File: src/design/tvd_pkg.sv
`timescale 1ns / 1ps
// Shared types and constants of the trajectory velocity difference core.
package tvd_pkg;

  localparam int unsigned PosW      = 32;
  localparam int unsigned BoxW      = 31;
  localparam int unsigned FrameW    = 16;
  localparam int unsigned AtomIdxW  = 12;
  localparam int unsigned InvW      = 32;
  localparam int unsigned DiffW     = 33;
  localparam int unsigned ProdW     = 64;
  localparam int unsigned QuotW     = 49;
  localparam int unsigned NumStages = 6;
  localparam int unsigned InDataW   = 192;
  localparam int unsigned OutDataW  = 128;

  localparam logic [InvW-1:0] InvResetVal = 32'h0001_0000;

  typedef struct packed {
    logic [PosW-1:0] z;
    logic [PosW-1:0] y;
    logic [PosW-1:0] x;
  } pos3_t;

  typedef struct packed {
    logic [BoxW-1:0] z;
    logic [BoxW-1:0] y;
    logic [BoxW-1:0] x;
  } box3_t;

  typedef struct packed {
    logic [2:0] pad;
    box3_t      box;
    pos3_t      pos;
  } in_word_t;

  typedef struct packed {
    logic [3:0]          pad;
    logic [AtomIdxW-1:0] atom_idx;
    logic [FrameW-1:0]   frame_idx;
    pos3_t               vel;
  } out_word_t;

  typedef struct packed {
    logic [FrameW-1:0]   frame_a;
    logic [FrameW-1:0]   frame_b;
    logic [AtomIdxW-1:0] atom_idx;
    logic                emit_a;
    logic                emit_b;
    logic                last_a;
    logic                err;
  } meta_t;

  typedef struct packed {
    logic ld_c;
    logic ld_d;
    logic ld_e;
    logic ld_g;
    logic ld_h;
  } axis_ld_t;

  typedef struct packed {
    logic newer_en;
    logic older_en;
  } store_wr_t;

endpackage

File: src/design/tvd_axis.sv
`timescale 1ns / 1ps
// One axis datapath: difference, minimum-image wrap, magnitude, scale, round, saturate.
module tvd_axis import tvd_pkg::*; (
  input  logic            clk_i,
  input  axis_ld_t        ld_i,
  input  logic [PosW-1:0] pos_i,
  input  logic [PosW-1:0] prev_i,
  input  logic [BoxW-1:0] box_i,
  input  logic            pbc_i,
  input  logic            half_i,
  input  logic [InvW-1:0] inv_i,
  output logic [PosW-1:0] vel_o
);

  logic signed [DiffW-1:0] diff_d, diff_q;
  logic [BoxW-1:0]         box_q;
  logic                    pbc_q;
  logic                    half_c_q, half_d_q, half_e_q, half_g_q;

  logic signed [DiffW:0]   two_d, box_s, d_ext, wrap_full;
  logic signed [DiffW-1:0] wrap_q;

  logic [DiffW-1:0]        neg_full;
  logic [PosW-1:0]         mag_d, mag_q;
  logic                    neg_e_q, neg_g_q, neg_h_q;

  logic [ProdW-1:0]        prod_d, prod_q;
  logic [ProdW:0]          rnd;
  logic [QuotW-1:0]        quot_d, quot_q, lim, quot_sat;

  assign diff_d = {pos_i[PosW-1], pos_i} - {prev_i[PosW-1], prev_i};

  always_comb begin
    two_d = {diff_q, 1'b0};
    box_s = {3'b000, box_q};
    d_ext = {diff_q[DiffW-1], diff_q};
    if (pbc_q && (two_d > box_s)) begin
      wrap_full = d_ext - box_s;
    end else if (pbc_q && (two_d < -box_s)) begin
      wrap_full = d_ext + box_s;
    end else begin
      wrap_full = d_ext;
    end
  end

  assign neg_full = {DiffW{1'b0}} - wrap_q;
  assign mag_d    = wrap_q[DiffW-1] ? neg_full[PosW-1:0] : wrap_q[PosW-1:0];
  assign prod_d   = mag_q * inv_i;

  always_comb begin
    rnd = {1'b0, prod_q} + (half_g_q ? 65'h1_0000 : 65'h0_8000);
    if (half_g_q) begin
      quot_d = {1'b0, rnd[ProdW:17]};
    end else begin
      quot_d = rnd[ProdW:16];
    end
  end

  always_ff @(posedge clk_i) begin
    if (ld_i.ld_c) begin
      diff_q   <= diff_d;
      box_q    <= box_i;
      pbc_q    <= pbc_i;
      half_c_q <= half_i;
    end
    if (ld_i.ld_d) begin
      wrap_q   <= wrap_full[DiffW-1:0];
      half_d_q <= half_c_q;
    end
    if (ld_i.ld_e) begin
      mag_q    <= mag_d;
      neg_e_q  <= wrap_q[DiffW-1];
      half_e_q <= half_d_q;
    end
    if (ld_i.ld_g) begin
      prod_q   <= prod_d;
      neg_g_q  <= neg_e_q;
      half_g_q <= half_e_q;
    end
    if (ld_i.ld_h) begin
      quot_q  <= quot_d;
      neg_h_q <= neg_g_q;
    end
  end

  always_comb begin
    lim      = neg_h_q ? 49'h0_8000_0000 : 49'h0_7FFF_FFFF;
    quot_sat = (quot_q > lim) ? lim : quot_q;
    vel_o    = neg_h_q ? (32'h0 - quot_sat[PosW-1:0]) : quot_sat[PosW-1:0];
  end

endmodule
File: config.mk
export PLATFORM = sky130hd
export DESIGN_NAME = tvd_axis
export DESIGN_NICKNAME = d
export VERILOG_FILES = /design/src/design/tvd_pkg.sv /design/src/design/tvd_axis.sv
export SDC_FILE = /design/constraint.sdc
export NUM_CORES = 2
export LEC_CHECK = 0
export BUFFER_PORTS_ARGS = -buffer_cell sky130_fd_sc_hd__buf_2
export CAP_MARGIN = 40
export CORE_ASPECT_RATIO = 1.2
export CORE_MARGIN = 2
export CORE_UTILIZATION = 60
export CTS_BUF_LIST = sky130_fd_sc_hd__clkbuf_2 sky130_fd_sc_hd__clkbuf_4 sky130_fd_sc_hd__clkbuf_8
export DETAILED_ROUTE_END_ITERATION = 7
export PLACE_DENSITY = 0.9
export SETUP_SLACK_MARGIN = 0.3
export SLEW_MARGIN = 20
export SYNTH_ARGS = -nofsm -noshare
export SYNTH_HDL_FRONTEND = slang
export SYNTH_SLANG_ARGS = --single-unit
File: constraint.sdc
create_clock -name clk_i -period 9.3 [get_ports clk_i]
set_input_delay 1.86 -clock clk_i [delete_from_list [all_inputs] [get_ports clk_i]]
set_output_delay 1.86 -clock clk_i [all_outputs]
set_load 0.05 [all_outputs]
==> summary.txt <==
Placement
  • Pre-CTS WS: -0.338 ns
  • Placer Congestion: 0.967
  • Hpwl dp: 110000 um
  • Placed cell count: 6765
  • Count of buffers from port buffering: 166

Layout
  • Share of cells above drive strength 1: 0.0836
  • Nets: 7162
  • Area occupied by multi-input gates: 39100 sq um
  • Register area: 7060 sq um
  • Area growth from synthesis to layout: 7.46%
  • Layout Utilization: 0.648
  • Final Non-Filler Cells: 6844
  • FILL cells: 6019

STA
  • Hold Fails Final Rpt: 0
  • Post-route setup slack: 0.325 ns
  • RSZ-0062 raised after global routing: yes
  • Max Clk Rate: 0.111 GHz
  • Final critical-path share of the clock period: 0.965
  • Final Max Tran Viols: 0
  • Final Skew: 0.0606 ns
  • Final setup violation count: 0
  • Slew headroom: 0.377
  • Period minus WS final: 8.98 ns
  • Slew @ Worst Pin: 0.935 ns

Die
  • # IOs: 167
  • Die area: 87200 sq um
  • # rows: 117
  • Core area: 84500 sq um
  • Die W: 270 um
  • Initial core utilization: 0.603
  • Die H: 323 um

Global routing
  • Largest net degree at the start of global routing: 87
  • Global-route wire length before repair: 218000 um
  • Initial antenna violation count: 10
  • Total global routing track utilization: 0.314
  • Overflow after GRT: 0
  • Vias in the first global route: 43700

Worst setup path
  • Crit Path Category: in2reg
  • CP max stage cell: fa_1
  • Crit-path most repeated cell: fa_1
  • Reg2Reg Setup Slack: 0.66 ns
  • FF-to-FF End: prod_q[52]
  • CP Capture Type: register
  • Reg-to-Reg Start: mag_q[8]
  • CP max FO: 17
  • Worst r2r path cells: 28
  • CP peak stage delay: 0.57 ns
  • CP Launch Type: primary input
  • WP data required: 9.66 ns
  • Arrival time at the worst endpoint: 9.34 ns

Synthesis
  • Register bit count reported by yosys: 235
  • Post-Syn Area: 50900 sq um
  • Top FF cell, synth: edfxtp_1
  • Async SR Flop Fraction: 0
  • Number of enable flip-flop cells after synthesis: 235
  • Seq/Total Area, Yosys: 0.139
  • Synth Net Count: 7049
  • Gate Count Post-Synth: 5564
  • Syn_area_per_cell: 9.15 sq um
  • Synth warn: 0
  • Synth cell types: 77

Hold path
  • Worst hold path endpoint: half_e_q
  • Hold Path Class: reg2reg
  • Hold Path Cell Cnt: 0
  • Min-Delay Startpoint: half_d_q

Clocking
  • # clock sinks: 235
  • Clock transition at path regs: 0.06 ns
  • CTS tree: yes
  • Max clock buf depth: 3
  • H-tree Lvls: 2
  • Clock latency on the worst-skew pair: 0.65 ns
  • Cts bufs inserted: 38
  • Clock Tree Root: clkbuf_8

Run status
  • Outcome: finished, final reports clean

Routing
  • Drt wl/cell: 19.7 um
  • DRT Pass-1 Iters: 8
  • DR vias/cell: 5.98
  • Final wirelength: 135000 um
  • 1st-iter DRT viols: 3740
  • Total vias in the final route: 40900
  • Detail Route Antenna Nets: 0
  • Post-route DRC: 0

Flow run
  • Max_cap viols: 0
-- state kept, by name, indices dropped and copies added (netlist names) --
name	cells
box_q	31
diff_q	33
half_c_q	1
half_d_q	1
half_e_q	1
half_g_q	1
mag_q	32
neg_e_q	1
neg_g_q	1
neg_h_q	1
pbc_q	1
prod_q	49
quot_q	49
wrap_q	33
-- worst max-delay path: cells and delay by family --
family | cells | cell delay, ns
AO/OA/AOI/OAI | 9 | 1.84
XOR/XNOR | 1 | 0.10
adder cells (fa/ha/maj) | 9 | 3.87
buffers and inverters | 9 | 1.20
AND/OR/NAND/NOR | 2 | 0.47
-- how the worst max path moves through the flow --
| stage | startpoint | end | slack [ns] | cells past startpoint |
|---|---|---|---|---|
| 2_1_floorplan | inv_i[8] | prod_q[52] | 0.33 | 27 |
| 3_3_place_gp | inv_i[8] | prod_q[60] | -0.18 | 29 |
| 3_5_place_dp | inv_i[8] | prod_q[52] | -0.34 | 26 |
| 4_1_cts | inv_i[6] | prod_q[50] | 0.30 | 27 |
| 5_1_grt | inv_i[3] | prod_q[52] | 0.24 | 30 |
| 6_report | inv_i[3] | prod_q[52] | 0.32 | 30 |
-- routing by layer --
| layer | track usage | part of all wire | routed length, um | vias up |
|---|---|---|---|---|
| met5 | 0 | 0.00042 | 57 | - |
| met4 | 0.185 | 0.066 | 8960 | 8 |
| met3 | 0.0635 | 0.095 | 12900 | 677 |
| met2 | 0.550 | 0.50 | 67000 | 2429 |
| met1 | 0.357 | 0.34 | 46100 | 19900 |
| li1 | - | - | - | 17900 |
-- repair_timing --
action | CTS | global route
gates cloned | 0 | 0
gates resized for setup | 1 | 56
hold buffers | 0 | 0
setup endpoints to repair | 1 | 17
buffers inserted | 0 | 1
pin swaps | 0 | 25
-- cells by family (layout without fill, tap and decap cells) --
| family | Yosys count | in the layout | synth area share |
|---|---|---|---|
| AO/OA/AOI/OAI | 757 | 757 | 0.0955 |
| buffers and inverters | 1284 | 1427 | 0.0948 |
| XOR/XNOR | 154 | 154 | 0.0265 |
| adder cells (fa/ha/maj) | 1350 | 1350 | 0.464 |
| other | 0 | 7 | 0 |
| AND/OR/NAND/NOR | 1762 | 1762 | 0.176 |
| multiplexers | 22 | 22 | 0.00440 |
| flip-flops | 235 | 235 | 0.139 |
-- final cells by class --
type,instances,share of cell area
inverter,997,0.0684
timing repair buffer,360,0.0467
antenna,7,0.000320
sequential,235,0.129
clock inverter,24,0.00377
clock buffer,46,0.0107
multi-input combinational,4045,0.715
tap,1130,0.0258
-- Yosys cell counts (all sizes together) (6+ instances only) --
master | instances | area (sq um)
a211oi | 32 | 240
a21boi | 9 | 67.6
a21o | 84 | 631
a21oi | 216 | 1080
a22oi | 7 | 52.6
a311oi | 10 | 87.6
a31oi | 46 | 288
and2 | 598 | 3740
and3 | 16 | 100
clkbuf | 282 | 1060
edfxtp | 235 | 7060
fa | 899 | 18000
ha | 451 | 5640
inv | 997 | 3740
mux2i | 19 | 190
nand2 | 602 | 2260
nand2b | 30 | 188
nand3 | 70 | 355
nand4 | 41 | 263
nor2 | 202 | 758
nor2b | 42 | 263
nor3 | 71 | 399
nor4 | 26 | 163
o211ai | 17 | 128
o21a | 29 | 218
o21ai | 143 | 716
o21bai | 26 | 195
o22a | 13 | 114
o22ai | 18 | 113
o31a | 6 | 52.6
o31ai | 23 | 173
o32ai | 9 | 78.8
o41ai | 6 | 52.6
or2 | 12 | 75.1
or3 | 25 | 161
or4 | 12 | 101
xnor2 | 116 | 1020
xor2 | 38 | 333
-- layout by cell type, fill, tap and decap left out, types with 46 or more instances in the layout --
master    instances
inv_1           997
nand3_1          68
fa_1            894
a21oi_1         211
buf_2           149
xnor2_1         116
a21o_1           84
nor2_1          202
a31oi_1          46
nand2_1         602
buf_4           182
nor3_1           66
edfxtp_1        235
o21ai_0         141
and2_1          594
ha_1            449
-- metrics by stage --
step | hold slack (ns) | TNS (ns) | area, sq um
after floorplan | 0.400 | 0 | 50900
after global placement | 0.403 | -1.07 | 53500
after detailed placement | 0.409 | -3.35 | 53700
after CTS | 0.420 | 0 | 54500
after global routing | 0.424 | 0 | 54700
final | 0.421 | 0 | 54700
Power is left out: the tool's default activity adds up to more than one toggle a clock period on the data nets, which glitch-free logic cannot reach.
